### config.mk
export PLATFORM = sky130hd
export DESIGN_NAME = gsp_aqm_drop_decider_core
export DESIGN_NICKNAME = d
export VERILOG_FILES = /design/src/hdl/gspdd_pkg.sv /design/src/hdl/gspdd_front.sv /design/src/hdl/gspdd_fifo.sv /design/src/hdl/gspdd_div.sv /design/src/hdl/gspdd_back.sv /design/src/hdl/gsp_aqm_drop_decider_core.sv
export SDC_FILE = /design/constraint.sdc
export NUM_CORES = 2
export LEC_CHECK = 0
export ABC_AREA = 0
export BUFFER_PORTS_ARGS = -buffer_cell sky130_fd_sc_hd__buf_2
export CAP_MARGIN = 25
export CORE_ASPECT_RATIO = 0.7
export CORE_UTILIZATION = 25
export DETAILED_ROUTE_END_ITERATION = 8
export SLEW_MARGIN = 10
export SYNTH_ARGS = -nofsm -noshare
export SYNTH_HDL_FRONTEND = slang
export SYNTH_HIERARCHICAL = 1
export SYNTH_SLANG_ARGS = --single-unit
export TNS_END_PERCENT = 5
### constraint.sdc
create_clock -name clk -period 14.5 [get_ports clk]
set_input_delay 1.45 -clock clk [delete_from_list [all_inputs] [get_ports clk]]
set_output_delay 1.45 -clock clk [all_outputs]
set_load 0.01 [all_outputs]
### src/hdl/gspdd_pkg.sv
`timescale 1ns / 1ps

package gspdd_pkg;

    localparam int TIME_BITS_DEF = 32;
    localparam int QUEUE_DEPTH_DEF = 2;
    localparam int DIV_STEPS = 32;
    localparam int CFG_ADDR_W = 3;

    localparam logic [CFG_ADDR_W-1:0] CFG_MODE      = 3'd0;
    localparam logic [CFG_ADDR_W-1:0] CFG_SIZE_THR  = 3'd1;
    localparam logic [CFG_ADDR_W-1:0] CFG_DELAY_THR = 3'd2;
    localparam logic [CFG_ADDR_W-1:0] CFG_QLIMIT    = 3'd3;
    localparam logic [CFG_ADDR_W-1:0] CFG_ALPHA     = 3'd4;
    localparam logic [CFG_ADDR_W-1:0] CFG_BASE      = 3'd5;
    localparam logic [CFG_ADDR_W-1:0] CFG_ADAPT     = 3'd6;
    localparam logic [CFG_ADDR_W-1:0] CFG_MAX_CUM   = 3'd7;

    localparam logic [1:0] MODE_BASIC = 2'd0;
    localparam logic [1:0] MODE_ADAPT = 2'd1;
    localparam logic [1:0] MODE_DELAY = 2'd2;

    localparam logic CMD_DEQ = 1'b1;

    localparam logic [23:0] QLIMIT_RST  = 24'd1000;
    localparam logic [7:0]  ALPHA_RST   = 8'd32;
    localparam logic [31:0] BASE_RST    = 32'd200000;
    localparam logic [31:0] ADAPT_RST   = 32'd1000000;
    localparam logic [31:0] MAX_CUM_RST = 32'd60000000;

    typedef enum logic [2:0] {
        OP_NONE,
        OP_ENQ_BASIC,
        OP_ENQ_ADAPT,
        OP_ENQ_DELAY,
        OP_DEQ_ADAPT,
        OP_DEQ_DELAY
    } op_t;

    typedef enum logic [1:0] {
        PH_NORMAL,
        PH_OVERFLOW,
        PH_DRAIN,
        PH_CLEAR
    } phase_t;

    typedef enum logic [2:0] {
        ST_IDLE,
        ST_ACC,
        ST_SUB,
        ST_CLAMP,
        ST_DEN,
        ST_DIV,
        ST_FIN
    } state_t;

    typedef struct packed {
        logic [1:0]  mode;
        logic [23:0] size_threshold;
        logic [31:0] delay_threshold;
        logic [23:0] queue_limit;
        logic [7:0]  alpha;
        logic [31:0] base_interval;
        logic [31:0] adapt_time;
        logic [31:0] max_cum_time;
    } cfg_t;

    typedef struct packed {
        op_t         op;
        logic        want_size;
        logic        over_limit;
        logic        level_zero;
        logic        level_gt;
        logic [31:0] now;
        logic [31:0] soj;
    } item_t;

    typedef struct packed {
        logic full;
        logic empty;
    } q_stat_t;

    typedef struct packed {
        logic busy;
        logic done;
    } div_stat_t;

    function automatic logic [31:0] time_mask(input int bits);
        logic [63:0] m;
        m = (bits >= 32) ? 64'hFFFF_FFFF : ((64'd1 << bits) - 64'd1);
        return m[31:0];
    endfunction

endpackage

### src/hdl/gspdd_front.sv
`timescale 1ns / 1ps

module gspdd_front #(
    parameter int TIME_BITS = gspdd_pkg::TIME_BITS_DEF
) (
    input  logic                in_valid,
    output logic                in_stall,
    input  logic                cmd,
    input  logic [31:0]         now_time,
    input  logic [23:0]         queue_level,
    input  logic [15:0]         packet_size,
    input  logic [31:0]         sojourn_time,
    input  gspdd_pkg::cfg_t     cfg,
    input  gspdd_pkg::q_stat_t  qstat,
    output logic                push,
    output gspdd_pkg::item_t    item
);

    localparam logic [31:0] TMASK = gspdd_pkg::time_mask(TIME_BITS);

    logic [24:0]    level_sum;
    gspdd_pkg::op_t op;

    assign level_sum = 25'(queue_level) + 25'(packet_size);

    always_comb
    begin
        case (cfg.mode)
            gspdd_pkg::MODE_BASIC:
            begin
                op = (cmd == gspdd_pkg::CMD_DEQ) ? gspdd_pkg::OP_NONE : gspdd_pkg::OP_ENQ_BASIC;
            end
            gspdd_pkg::MODE_ADAPT:
            begin
                op = (cmd == gspdd_pkg::CMD_DEQ) ? gspdd_pkg::OP_DEQ_ADAPT
                                                 : gspdd_pkg::OP_ENQ_ADAPT;
            end
            gspdd_pkg::MODE_DELAY:
            begin
                op = (cmd == gspdd_pkg::CMD_DEQ) ? gspdd_pkg::OP_DEQ_DELAY
                                                 : gspdd_pkg::OP_ENQ_DELAY;
            end
            default:
            begin
                op = gspdd_pkg::OP_NONE;
            end
        endcase
    end

    always_comb
    begin
        item.op         = op;
        item.want_size  = level_sum > 25'(cfg.size_threshold);
        item.over_limit = level_sum > 25'(cfg.queue_limit);
        item.level_zero = (queue_level == 24'd0);
        item.level_gt   = queue_level > cfg.size_threshold;
        item.now        = now_time & TMASK;
        item.soj        = sojourn_time & TMASK;
    end

    assign in_stall = qstat.full;
    assign push     = in_valid && !qstat.full;

endmodule

### src/hdl/gspdd_fifo.sv
`timescale 1ns / 1ps

module gspdd_fifo #(
    parameter int DEPTH = gspdd_pkg::QUEUE_DEPTH_DEF
) (
    input  logic                clk,
    input  logic                rst_n,
    input  logic                push,
    input  gspdd_pkg::item_t    item_in,
    input  logic                pop,
    output gspdd_pkg::item_t    item_out,
    output gspdd_pkg::q_stat_t  stat
);

    localparam int PTR_W = (DEPTH > 1) ? $clog2(DEPTH) : 1;
    localparam int CNT_W = $clog2(DEPTH + 1);

    gspdd_pkg::item_t mem_reg [DEPTH];
    logic [PTR_W-1:0] wr_ptr_reg;
    logic [PTR_W-1:0] wr_ptr_next;
    logic [PTR_W-1:0] rd_ptr_reg;
    logic [PTR_W-1:0] rd_ptr_next;
    logic [CNT_W-1:0] count_reg;
    logic [CNT_W-1:0] count_next;

    always_comb
    begin
        wr_ptr_next = wr_ptr_reg;
        rd_ptr_next = rd_ptr_reg;
        count_next  = count_reg;
        if (push)
        begin
            wr_ptr_next = (wr_ptr_reg == PTR_W'(DEPTH - 1)) ? '0 : wr_ptr_reg + 1'b1;
        end
        if (pop)
        begin
            rd_ptr_next = (rd_ptr_reg == PTR_W'(DEPTH - 1)) ? '0 : rd_ptr_reg + 1'b1;
        end
        if (push && !pop)
        begin
            count_next = count_reg + 1'b1;
        end
        else if (pop && !push)
        begin
            count_next = count_reg - 1'b1;
        end
    end

    always_ff @(posedge clk or negedge rst_n)
    begin
        if (!rst_n)
        begin
            wr_ptr_reg <= '0;
            rd_ptr_reg <= '0;
            count_reg  <= '0;
        end
        else
        begin
            wr_ptr_reg <= wr_ptr_next;
            rd_ptr_reg <= rd_ptr_next;
            count_reg  <= count_next;
        end
    end

    always_ff @(posedge clk)
    begin
        if (push)
        begin
            mem_reg[wr_ptr_reg] <= item_in;
        end
    end

    assign item_out   = mem_reg[rd_ptr_reg];
    assign stat.full  = (count_reg == CNT_W'(DEPTH));
    assign stat.empty = (count_reg == '0);

endmodule

### src/hdl/gspdd_div.sv
`timescale 1ns / 1ps

module gspdd_div (
    input  logic                  clk,
    input  logic                  rst_n,
    input  logic                  start,
    input  logic [31:0]           rem_init,
    input  logic [31:0]           low_init,
    input  logic [32:0]           divisor,
    output logic [31:0]           quotient,
    output gspdd_pkg::div_stat_t  stat
);

    localparam int CNT_W = $clog2(gspdd_pkg::DIV_STEPS);

    logic [32:0]      rem_reg;
    logic [31:0]      low_reg;
    logic [32:0]      den_reg;
    logic [CNT_W-1:0] cnt_reg;
    logic             busy_reg;
    logic             done_reg;
    logic [33:0]      trial;
    logic [33:0]      diff;
    logic             fits;

    assign trial = {rem_reg, low_reg[31]};
    assign diff  = trial - {1'b0, den_reg};
    assign fits  = trial >= {1'b0, den_reg};

    always_ff @(posedge clk or negedge rst_n)
    begin
        if (!rst_n)
        begin
            busy_reg <= 1'b0;
            done_reg <= 1'b0;
        end
        else
        begin
            done_reg <= 1'b0;
            if (start)
            begin
                busy_reg <= 1'b1;
            end
            else if (busy_reg && cnt_reg == CNT_W'(gspdd_pkg::DIV_STEPS - 1))
            begin
                busy_reg <= 1'b0;
                done_reg <= 1'b1;
            end
        end
    end

    always_ff @(posedge clk)
    begin
        if (start)
        begin
            rem_reg <= {1'b0, rem_init};
            low_reg <= low_init;
            den_reg <= divisor;
            cnt_reg <= '0;
        end
        else if (busy_reg)
        begin
            rem_reg <= fits ? diff[32:0] : trial[32:0];
            low_reg <= {low_reg[30:0], fits};
            cnt_reg <= cnt_reg + 1'b1;
        end
    end

    assign quotient  = low_reg;
    assign stat.busy = busy_reg;
    assign stat.done = done_reg;

endmodule

### src/hdl/gspdd_back.sv
`timescale 1ns / 1ps

module gspdd_back #(
    parameter int TIME_BITS = gspdd_pkg::TIME_BITS_DEF
) (
    input  logic                clk,
    input  logic                rst_n,
    input  gspdd_pkg::cfg_t     cfg,
    input  logic                base_load,
    input  logic [31:0]         base_value,
    input  gspdd_pkg::item_t    head,
    input  gspdd_pkg::q_stat_t  qstat,
    output logic                pop,
    output logic                out_valid,
    input  logic                out_stall,
    output logic                drop,
    output logic [31:0]         current_interval
);

    localparam logic [31:0] TMASK = gspdd_pkg::time_mask(TIME_BITS);

    gspdd_pkg::state_t    state_reg;
    gspdd_pkg::state_t    state_next;
    gspdd_pkg::phase_t    phase_reg;
    gspdd_pkg::phase_t    phase_next;
    gspdd_pkg::item_t     work_reg;
    gspdd_pkg::item_t     work_next;
    logic [31:0]          cum_reg;
    logic [31:0]          cum_next;
    logic [31:0]          above_reg;
    logic [31:0]          above_next;
    logic [31:0]          below_reg;
    logic [31:0]          below_next;
    logic [31:0]          interval_reg;
    logic [31:0]          interval_next;
    logic [31:0]          last_soj_reg;
    logic [31:0]          last_soj_next;
    logic [TIME_BITS-1:0] holdoff_reg;
    logic [TIME_BITS-1:0] holdoff_next;
    logic [39:0]          wprod_reg;
    logic [39:0]          wprod_next;
    logic [40:0]          sum_reg;
    logic [40:0]          sum_next;
    logic [40:0]          sub_reg;
    logic [40:0]          sub_next;
    logic [63:0]          prod_reg;
    logic [63:0]          prod_next;
    logic                 den_zero_reg;
    logic                 den_zero_next;
    logic                 out_valid_reg;
    logic                 out_valid_next;
    logic                 drop_reg;
    logic                 drop_next;
    logic [31:0]          out_interval_reg;
    logic [31:0]          out_interval_next;

    logic                 out_free;
    logic                 want;
    logic                 fire;
    logic [TIME_BITS-1:0] now_t;
    logic [TIME_BITS-1:0] hold_sum;
    logic [32:0]          den;
    logic                 div_start;
    logic [31:0]          div_q;
    gspdd_pkg::div_stat_t dstat;

    gspdd_div u_div (
        .clk      (clk),
        .rst_n    (rst_n),
        .start    (div_start),
        .rem_init (prod_reg[63:32]),
        .low_init (prod_reg[31:0]),
        .divisor  (den),
        .quotient (div_q),
        .stat     (dstat)
    );

    assign out_free = !out_valid_reg || !out_stall;
    assign now_t    = TIME_BITS'(work_reg.now);
    assign hold_sum = now_t + TIME_BITS'(interval_reg);
    assign den      = 33'(cfg.adapt_time) + 33'(cum_reg);
    assign fire     = want && (now_t > holdoff_reg);

    always_comb
    begin
        case (work_reg.op)
            gspdd_pkg::OP_ENQ_BASIC: want = work_reg.want_size;
            gspdd_pkg::OP_ENQ_ADAPT: want = work_reg.want_size;
            gspdd_pkg::OP_ENQ_DELAY: want = last_soj_reg > cfg.delay_threshold;
            default:                 want = 1'b0;
        endcase
    end

    always_ff @(posedge clk or negedge rst_n)
    begin
        if (!rst_n)
        begin
            state_reg <= gspdd_pkg::ST_IDLE;
        end
        else
        begin
            state_reg <= state_next;
        end
    end

    always_comb
    begin
        state_next        = state_reg;
        phase_next        = phase_reg;
        work_next         = work_reg;
        cum_next          = cum_reg;
        above_next        = above_reg;
        below_next        = below_reg;
        interval_next     = interval_reg;
        last_soj_next     = last_soj_reg;
        holdoff_next      = holdoff_reg;
        wprod_next        = wprod_reg;
        sum_next          = sum_reg;
        sub_next          = sub_reg;
        prod_next         = prod_reg;
        den_zero_next     = den_zero_reg;
        out_valid_next    = out_valid_reg;
        drop_next         = drop_reg;
        out_interval_next = out_interval_reg;
        pop               = 1'b0;
        div_start         = 1'b0;

        if (out_valid_reg && !out_stall)
        begin
            out_valid_next = 1'b0;
        end

        case (state_reg)
            gspdd_pkg::ST_IDLE:
            begin
                if (!qstat.empty)
                begin
                    pop        = 1'b1;
                    work_next  = head;
                    wprod_next = 40'(above_reg) * 40'(cfg.alpha);
                    if (head.op == gspdd_pkg::OP_ENQ_ADAPT)
                    begin
                        if (head.over_limit)
                        begin
                            phase_next = gspdd_pkg::PH_OVERFLOW;
                        end
                        else if (phase_reg == gspdd_pkg::PH_OVERFLOW && head.level_zero)
                        begin
                            phase_next = gspdd_pkg::PH_DRAIN;
                        end
                        else if (phase_reg == gspdd_pkg::PH_DRAIN && head.level_gt)
                        begin
                            phase_next = gspdd_pkg::PH_CLEAR;
                        end
                        state_next = gspdd_pkg::ST_ACC;
                    end
                    else
                    begin
                        state_next = gspdd_pkg::ST_FIN;
                    end
                end
            end
            gspdd_pkg::ST_ACC:
            begin
                sum_next   = 41'(cum_reg) + 41'(wprod_reg[39:4]);
                prod_next  = 64'(cfg.base_interval) * 64'(cfg.adapt_time);
                state_next = gspdd_pkg::ST_SUB;
            end
            gspdd_pkg::ST_SUB:
            begin
                if (phase_reg == gspdd_pkg::PH_CLEAR)
                begin
                    sub_next = (sum_reg > 41'(below_reg)) ? sum_reg - 41'(below_reg) : '0;
                end
                else
                begin
                    sub_next = sum_reg;
                end
                state_next = gspdd_pkg::ST_CLAMP;
            end
            gspdd_pkg::ST_CLAMP:
            begin
                cum_next   = (sub_reg > 41'(cfg.max_cum_time)) ? cfg.max_cum_time
                                                               : sub_reg[31:0];
                state_next = gspdd_pkg::ST_DEN;
            end
            gspdd_pkg::ST_DEN:
            begin
                den_zero_next = (den == '0);
                div_start     = 1'b1;
                state_next    = gspdd_pkg::ST_DIV;
            end
            gspdd_pkg::ST_DIV:
            begin
                if (dstat.done)
                begin
                    interval_next = den_zero_reg ? cfg.base_interval : div_q;
                    state_next    = gspdd_pkg::ST_FIN;
                end
            end
            gspdd_pkg::ST_FIN:
            begin
                if (out_free)
                begin
                    out_valid_next    = 1'b1;
                    drop_next         = fire;
                    out_interval_next = interval_reg;
                    if (fire)
                    begin
                        holdoff_next = hold_sum;
                    end
                    if (work_reg.op == gspdd_pkg::OP_DEQ_ADAPT)
                    begin
                        if (work_reg.soj > cfg.delay_threshold)
                        begin
                            above_next = (work_reg.soj - cfg.delay_threshold) & TMASK;
                        end
                        else
                        begin
                            below_next = (cfg.delay_threshold - work_reg.soj) & TMASK;
                        end
                    end
                    if (work_reg.op == gspdd_pkg::OP_DEQ_DELAY)
                    begin
                        last_soj_next = work_reg.soj;
                    end
                    state_next = gspdd_pkg::ST_IDLE;
                end
            end
            default:
            begin
                state_next = gspdd_pkg::ST_IDLE;
            end
        endcase

        if (base_load)
        begin
            interval_next = base_value;
        end
    end

    always_ff @(posedge clk or negedge rst_n)
    begin
        if (!rst_n)
        begin
            phase_reg     <= gspdd_pkg::PH_NORMAL;
            cum_reg       <= '0;
            above_reg     <= '0;
            below_reg     <= '0;
            interval_reg  <= gspdd_pkg::BASE_RST;
            last_soj_reg  <= '0;
            holdoff_reg   <= '0;
            out_valid_reg <= 1'b0;
        end
        else
        begin
            phase_reg     <= phase_next;
            cum_reg       <= cum_next;
            above_reg     <= above_next;
            below_reg     <= below_next;
            interval_reg  <= interval_next;
            last_soj_reg  <= last_soj_next;
            holdoff_reg   <= holdoff_next;
            out_valid_reg <= out_valid_next;
        end
    end

    always_ff @(posedge clk)
    begin
        work_reg         <= work_next;
        wprod_reg        <= wprod_next;
        sum_reg          <= sum_next;
        sub_reg          <= sub_next;
        prod_reg         <= prod_next;
        den_zero_reg     <= den_zero_next;
        drop_reg         <= drop_next;
        out_interval_reg <= out_interval_next;
    end

    assign out_valid        = out_valid_reg;
    assign drop             = drop_reg;
    assign current_interval = out_interval_reg;

`ifndef SYNTHESIS
    assert property (@(posedge clk) disable iff (!rst_n)
        (state_reg == gspdd_pkg::ST_CLAMP) |=> (cum_reg <= cfg.max_cum_time))
    else $error("accumulated time above its saturation limit");

    assert property (@(posedge clk) disable iff (!rst_n)
        (state_reg == gspdd_pkg::ST_DIV && dstat.done && !den_zero_reg)
        |-> (div_q <= cfg.base_interval))
    else $error("adapted interval exceeds base interval");

    assert property (@(posedge clk) disable iff (!rst_n)
        (state_reg == gspdd_pkg::ST_DIV) |-> (dstat.busy || dstat.done))
    else $error("waiting on divider that is not running");
`endif

endmodule

### src/hdl/gsp_aqm_drop_decider_core.sv
// channel  direction  handshake            payload
// in       input      in_valid / in_stall  cmd, now_time, queue_level, packet_size, sojourn_time
// out      output     out_valid/out_stall  drop, current_interval
// cfg      input      cfg_wr_en            cfg_addr, cfg_data
//
// Basic, delay and dequeue words go from IDLE straight to FIN in the back end; an adaptive
// enqueue passes ACC, SUB, CLAMP, DEN and DIV too; DIV waits on the 32-step bit-serial divider.
// Reset is asynchronous active low; no clearing pass, state is ready at once.
// Input stalls while the queue (QUEUE_DEPTH entries, 2 by default) between the ends is full.
// A result waits in the output register while out_stall is high.
`timescale 1ns / 1ps

module gsp_aqm_drop_decider_core #(
    parameter int TIME_BITS   = gspdd_pkg::TIME_BITS_DEF,
    parameter int QUEUE_DEPTH = gspdd_pkg::QUEUE_DEPTH_DEF
) (
    input  logic                             clk,
    input  logic                             rst_n,
    input  logic                             cfg_wr_en,
    input  logic [gspdd_pkg::CFG_ADDR_W-1:0] cfg_addr,
    input  logic [31:0]                      cfg_data,
    input  logic                             in_valid,
    output logic                             in_stall,
    input  logic                             cmd,
    input  logic [31:0]                      now_time,
    input  logic [23:0]                      queue_level,
    input  logic [15:0]                      packet_size,
    input  logic [31:0]                      sojourn_time,
    output logic                             out_valid,
    input  logic                             out_stall,
    output logic                             drop,
    output logic [31:0]                      current_interval
);

    gspdd_pkg::cfg_t    cfg_reg;
    gspdd_pkg::cfg_t    cfg_next;
    gspdd_pkg::item_t   front_item;
    gspdd_pkg::item_t   head_item;
    gspdd_pkg::q_stat_t qstat;
    logic               push;
    logic               pop;
    logic               base_load;

    always_comb
    begin
        cfg_next = cfg_reg;
        if (cfg_wr_en)
        begin
            case (cfg_addr)
                gspdd_pkg::CFG_MODE:      cfg_next.mode            = cfg_data[1:0];
                gspdd_pkg::CFG_SIZE_THR:  cfg_next.size_threshold  = cfg_data[23:0];
                gspdd_pkg::CFG_DELAY_THR: cfg_next.delay_threshold = cfg_data;
                gspdd_pkg::CFG_QLIMIT:    cfg_next.queue_limit     = cfg_data[23:0];
                gspdd_pkg::CFG_ALPHA:     cfg_next.alpha           = cfg_data[7:0];
                gspdd_pkg::CFG_BASE:      cfg_next.base_interval   = cfg_data;
                gspdd_pkg::CFG_ADAPT:     cfg_next.adapt_time      = cfg_data;
                gspdd_pkg::CFG_MAX_CUM:   cfg_next.max_cum_time    = cfg_data;
                default:                  cfg_next = cfg_reg;
            endcase
        end
    end

    always_ff @(posedge clk or negedge rst_n)
    begin
        if (!rst_n)
        begin
            cfg_reg.mode            <= gspdd_pkg::MODE_BASIC;
            cfg_reg.size_threshold  <= '0;
            cfg_reg.delay_threshold <= '0;
            cfg_reg.queue_limit     <= gspdd_pkg::QLIMIT_RST;
            cfg_reg.alpha           <= gspdd_pkg::ALPHA_RST;
            cfg_reg.base_interval   <= gspdd_pkg::BASE_RST;
            cfg_reg.adapt_time      <= gspdd_pkg::ADAPT_RST;
            cfg_reg.max_cum_time    <= gspdd_pkg::MAX_CUM_RST;
        end
        else
        begin
            cfg_reg <= cfg_next;
        end
    end

    assign base_load = cfg_wr_en && (cfg_addr == gspdd_pkg::CFG_BASE);

    gspdd_front #(
        .TIME_BITS (TIME_BITS)
    ) u_front (
        .in_valid     (in_valid),
        .in_stall     (in_stall),
        .cmd          (cmd),
        .now_time     (now_time),
        .queue_level  (queue_level),
        .packet_size  (packet_size),
        .sojourn_time (sojourn_time),
        .cfg          (cfg_reg),
        .qstat        (qstat),
        .push         (push),
        .item         (front_item)
    );

    gspdd_fifo #(
        .DEPTH (QUEUE_DEPTH)
    ) u_fifo (
        .clk      (clk),
        .rst_n    (rst_n),
        .push     (push),
        .item_in  (front_item),
        .pop      (pop),
        .item_out (head_item),
        .stat     (qstat)
    );

    gspdd_back #(
        .TIME_BITS (TIME_BITS)
    ) u_back (
        .clk              (clk),
        .rst_n            (rst_n),
        .cfg              (cfg_reg),
        .base_load        (base_load),
        .base_value       (cfg_data),
        .head             (head_item),
        .qstat            (qstat),
        .pop              (pop),
        .out_valid        (out_valid),
        .out_stall        (out_stall),
        .drop             (drop),
        .current_interval (current_interval)
    );

endmodule

Word-level counts from Yosys, hierarchy flattened
Memory sizes are Yosys's and may differ from the RTL's.
Cells that the tools add are included.
W data, S select, Z words.
{"block": "totals", "memories": 1, "out_inout_bits": 35, "inputBits": 145, "elab_cells": 180, "ram_bits": 142, "register_bits": 781}
{"block": "classes", "mux": 41, "reduce_logical": 45, "add_sub_neg": 13, "bitwise": 2, "eq_ne": 29, "n_lt_le_gt_ge": 9, "n_mul": 2}
{"name": "u_fifo.mem_reg", "words": 2, "width": 71, "read_ports": 1, "rd_ports_with_merged_regs": 0, "wr": 1, "line": "gspdd_fifo.sv:18", "source": "gspdd_pkg::item_t mem_reg [DEPTH];"}
{"operator": "$mux W32", "n": 9}
{"operator": "$gt A32 B32 Y1", "n": 3}
{"operator": "$gt A41 B32 Y1", "n": 2}
{"operator": "$mux W41", "n": 2}
{"operator": "$mul A32 B32 Y64", "n": 1}
{"operator": "$sub A32 B32 Y32", "n": 2}
{"operator": "$gt A25 B24 Y1", "n": 2}
{"operator": "$sub A41 B32 Y41", "n": 1}
{"operator": "$mul A32 B8 Y40", "n": 1}
{"operator": "$add A32 B36 Y37", "n": 1}
{"operator": "$ge A34 B33 Y1", "n": 1}
{"operator": "$add A32 B32 Y33", "n": 1}
{"operator": "$logic_not A33 Y1", "n": 1}
{"operator": "$mux W33", "n": 1}
{"operator": "$sub A33 B33 Y33", "n": 1}
{"operator": "$add A32 B32 Y32", "n": 1}
{"operator": "$eq A3 B3 Y1 const B", "n": 9}
{"operator": "$add A24 B16 Y25", "n": 1}
{"operator": "$gt A24 B24 Y1", "n": 1}
{"operator": "$logic_not A24 Y1", "n": 1}
{"operator": "$reduce_and A2 Y1", "n": 11}
{"operator": "$eq A3 B2 Y1 const B", "n": 7}
{"operator": "$pmux W3 S7", "n": 1}
{"operator": "$mux W3", "n": 6}
{"operator": "other kinds (25)", "n": 74}

Longest topological paths before layout
{"block": "depth", "word_depth": 7, "mapped_depth": 31, "mapped_depth_nobuf": 29}

By module
Netlist, hierarchy kept.
{"module": "gspdd_back", "seq_area_each_um2": 13370.3, "area_per_inst_um2": 70053.4, "instances": 1, "cells_per_inst": 7432}
{"module": "gsp_aqm_drop_decider_core", "seq_area_each_um2": 4692.0, "area_per_inst_um2": 7255.7, "instances": 1, "cells_per_inst": 404}
{"module": "gspdd_div", "seq_area_each_um2": 3083.0, "area_per_inst_um2": 6180.9, "instances": 1, "cells_per_inst": 537}
{"module": "gspdd_fifo", "seq_area_each_um2": 4364.2, "area_per_inst_um2": 5660.4, "instances": 1, "cells_per_inst": 237}
{"module": "gspdd_front", "seq_area_each_um2": 0.0, "area_per_inst_um2": 3420.8, "instances": 1, "cells_per_inst": 462}

Worst setup path after synthesis
OpenSTA, ideal clock, no wires.
{"block": "synth_timing", "path_kind": "flip-flop to flip-flop", "startpoint": "reg u_back.state_reg[0]", "endpoint": "reg u_back.phase_reg[0]", "synth_period_minus_slack_ns": 12.911, "setup_ns": 0.139, "arrival_ns": 12.772, "stages_incl_launch_ff": 5, "slack_ns": 1.589, "n_path_buf": 1, "t_required_ns": 14.361, "path_cell_list": "dfrtp_1 -> clkbuf_1 -> nor4_1 -> o211ai_1 -> o31a_1"}
{"block": "synth_via", "elab_chain_len": 2}
{"item": "start: declaration", "line": "gspdd_back.sv:22", "source": "gspdd_pkg::state_t state_reg;"}
{"item": "start signal: assignment", "line": "gspdd_back.sv:98", "source": "state_reg <= gspdd_pkg::ST_IDLE;"}
{"item": "start signal: assignment", "line": "gspdd_back.sv:102", "source": "state_reg <= state_next;"}
{"item": "$logic_not A3 Y1", "line": "gspdd_back.sv:133", "source": "case (state_reg)"}
{"item": "$reduce_and A4 Y1 (no line)"}
{"item": "end signal: assignment", "line": "gspdd_back.sv:246", "source": "phase_reg <= gspdd_pkg::PH_NORMAL;"}
{"item": "end signal: assignment", "line": "gspdd_back.sv:257", "source": "phase_reg <= phase_next;"}
{"item": "end: declaration", "line": "gspdd_back.sv:24", "source": "gspdd_pkg::phase_t phase_reg;"}
No other way between the ends.
A chain may end at the register's enable or synchronous reset.

Worst setup path in the final report
{"block": "layout_timing", "startpoint": "reg cfg_reg[37] (netlist bit)", "endpoint": "reg u_back.prod_reg[62], data pin"}
{"block": "layout_via", "elab_chain_len": 1}
{"item": "start: declaration", "line": "gsp_aqm_drop_decider_core.sv:35", "source": "gspdd_pkg::cfg_t cfg_reg;"}
{"item": "start signal: assignment", "line": "gsp_aqm_drop_decider_core.sv:78", "source": "cfg_reg <= cfg_next;"}
{"item": "$mul A32 B32 Y64", "line": "gspdd_back.sv:166", "source": "prod_next = 64'(cfg.base_interval) * 64'(cfg.adapt_time);"}
{"item": "end signal: assignment", "line": "gspdd_back.sv:274", "source": "prod_reg <= prod_next;"}
{"item": "end: declaration", "line": "gspdd_back.sv:46", "source": "logic [63:0] prod_reg;"}
No other way between the ends.

==> flow_summary.ini <==
[outcome]
status = complete, no violations

[critical_path]
crit_type = reg -> reg
start_kind = flip-flop
critPathMaxFanout = 19
arrival_ns = 10.08
reg2reg_slack_ns = 4.86
worstPathRequired_ns = 14.93
r2r-end = u_back/prod_reg[62]
worstRegToRegCells = 26
r2r-start = cfg_reg[37]
crit_path_end_kind = flip-flop

[clock_network]
cts_buffer_depth = 3
cts.sinks = 915
htree_levels = 3
cts_resized = 0
cts_root_buffer = clkbuf_16
numCtsBuffers = 94
clkLatencyLatePin_ns = 0.75
clk_pin_slew_ns = 0.06
cts_setup_buffers = 0
cts_tree = yes
hold_buffers = 0

[timing]
tightest_slew_ns = 1.05
finalHoldViolCount = 0
fin_skew_ns = 0.101
timing.final.max_slew_violations = 0
totalNegativeSetupSlack_ns = 0
rsz0062_at_grt = false
setup_violations = 0
timing.final.crit_share = 0.665
whs_ns = 0.487
slew_headroom = 0.288
min_period_ns = 9.64
fmaxAchievable_ghz = 0.104

[die]
dieWidth_um = 729
core-area_sq_um = 368000
initial_core_util = 0.252
row_count = 186
ios = 180
die_h_um = 511
dieArea_sq_um = 373000

[detailed_routing]
drt_iter0_drc = 6700
wl_per_cell_um = 20.5
post-route-drc-count = 0
vias = 66100
vias_per_cell = 4.74
wirelength_um = 286000
postRouteAntennaNets = 0
drt_pre_antenna_iters = 6

[grt]
antenna_found_initial = 32
grt_pass1_vias = 65000
overflow = 0
grt_max_degree = 149
grt.total_usage = 0.151
grt_pass1_wl_um = 430000

[finish]
largest_register_ffs = 186
final_util = 0.276
final_nets = 10900
regArea_sq_um = 25500
final_cell_count_no_fill = 13900
fillerInstances = 38500
drive_above_1_share = 0.0932
multi_input_area_sq_um = 59600
syn_to_final_growth_pct = 9.45

[worst_hold_path]
worstHoldEndpoint = u_back/last_soj_reg[9]
hold_start = u_back/last_soj_reg[9]
hold_class = reg -> reg
whs_path_depth = 2

[placed_design]
placed_cells = 13700
portBuffers = 179
dp_hpwl_um = 220000
gp_congestion = 0.930

[synthesis]
postSynthCellCount = 9071
syn_avg_cell_area_sq_um = 10.2
ys_warn_count = 6
synth_area_sq_um = 92600

[flow_run]
drv_cap = 0
## cells in the final DEF (no fill, tap or decap), drive strengths merged, types with 48 or more instances in the layout
master / instances
a21o: 215
a21oi: 397
a31oi: 48
and2: 709
buf: 275
clkbuf: 124
dfrtp: 354
edfxtp: 519
fa: 1084
ha: 730
inv: 1383
mux2: 324
mux2i: 128
nand2: 921
nand3: 77
nand4: 95
nor2: 238
nor2b: 49
nor3: 52
o21a: 51
o21ai: 322
o21bai: 54
xnor2: 199
xor2: 118
## worst max-delay path, cell delays in order (launching register included)
cell and delay [ns]:
dfrtp_1 0.93, buf_4 0.37, and2_1 0.19, fa_1 0.43, fa_1 0.51, fa_1 0.53, inv_1 0.05, fa_1 0.47
inv_1 0.04, ha_1 0.27, ha_1 0.30, fa_1 0.48, inv_1 0.05, fa_1 0.49, inv_1 0.05, ha_1 0.36
a21oi_1 0.19, nand3_1 0.11, o21a_1 0.19, nor3_1 0.72, a2bb2oi_1 0.40, a22oi_1 0.33, a21oi_1 0.69, o21ai_0 0.33
a311oi_1 0.46, o21ai_0 0.20, xnor2_1 0.16
## final cells by class
cell class	instances	share of cell area
clock buffer	124	0.0253
timing repair buffer	275	0.0166
tap	4888	0.0604
inverter	1374	0.0509
clock inverter	53	0.00629
antenna	8	0.000198
sequential	915	0.252
multi-input combinational	6294	0.588
## worst max-delay path by stage
stage | startpoint | to | slack, ns
2_1_floorplan | u_back/state_reg[0] | u_back/phase_reg[0] | 1.59
3_3_place_gp | cfg_reg[41] | u_back/prod_reg[62] | 5.16
3_5_place_dp | cfg_reg[41] | u_back/prod_reg[62] | 5.16
4_1_cts | cfg_reg[41] | u_back/prod_reg[62] | 5.07
5_1_grt | cfg_reg[37] | u_back/prod_reg[62] | 4.53
6_report | cfg_reg[37] | u_back/prod_reg[62] | 4.86
## routing by layer
layer  vias up  global-route usage  share of wire
met2      2964               0.202           0.38
met4         0              0.0223          0.016
met5         -             0.00321              0
met1     33400               0.244           0.50
li1      29400                   -              -
met3       231              0.0354           0.10
## per-stage QoR
step,cell area [sq um],setup slack (ns)
4_1_cts,101000,5.07
3_3_place_gp,98100,5.16
3_5_place_dp,98100,5.16
2_1_floorplan,92600,1.59
6_report,101000,4.86
5_1_grt,101000,4.53
Power is left out: the tool's default activity adds up to more than one toggle a clock period on the data nets, which glitch-free logic cannot reach.
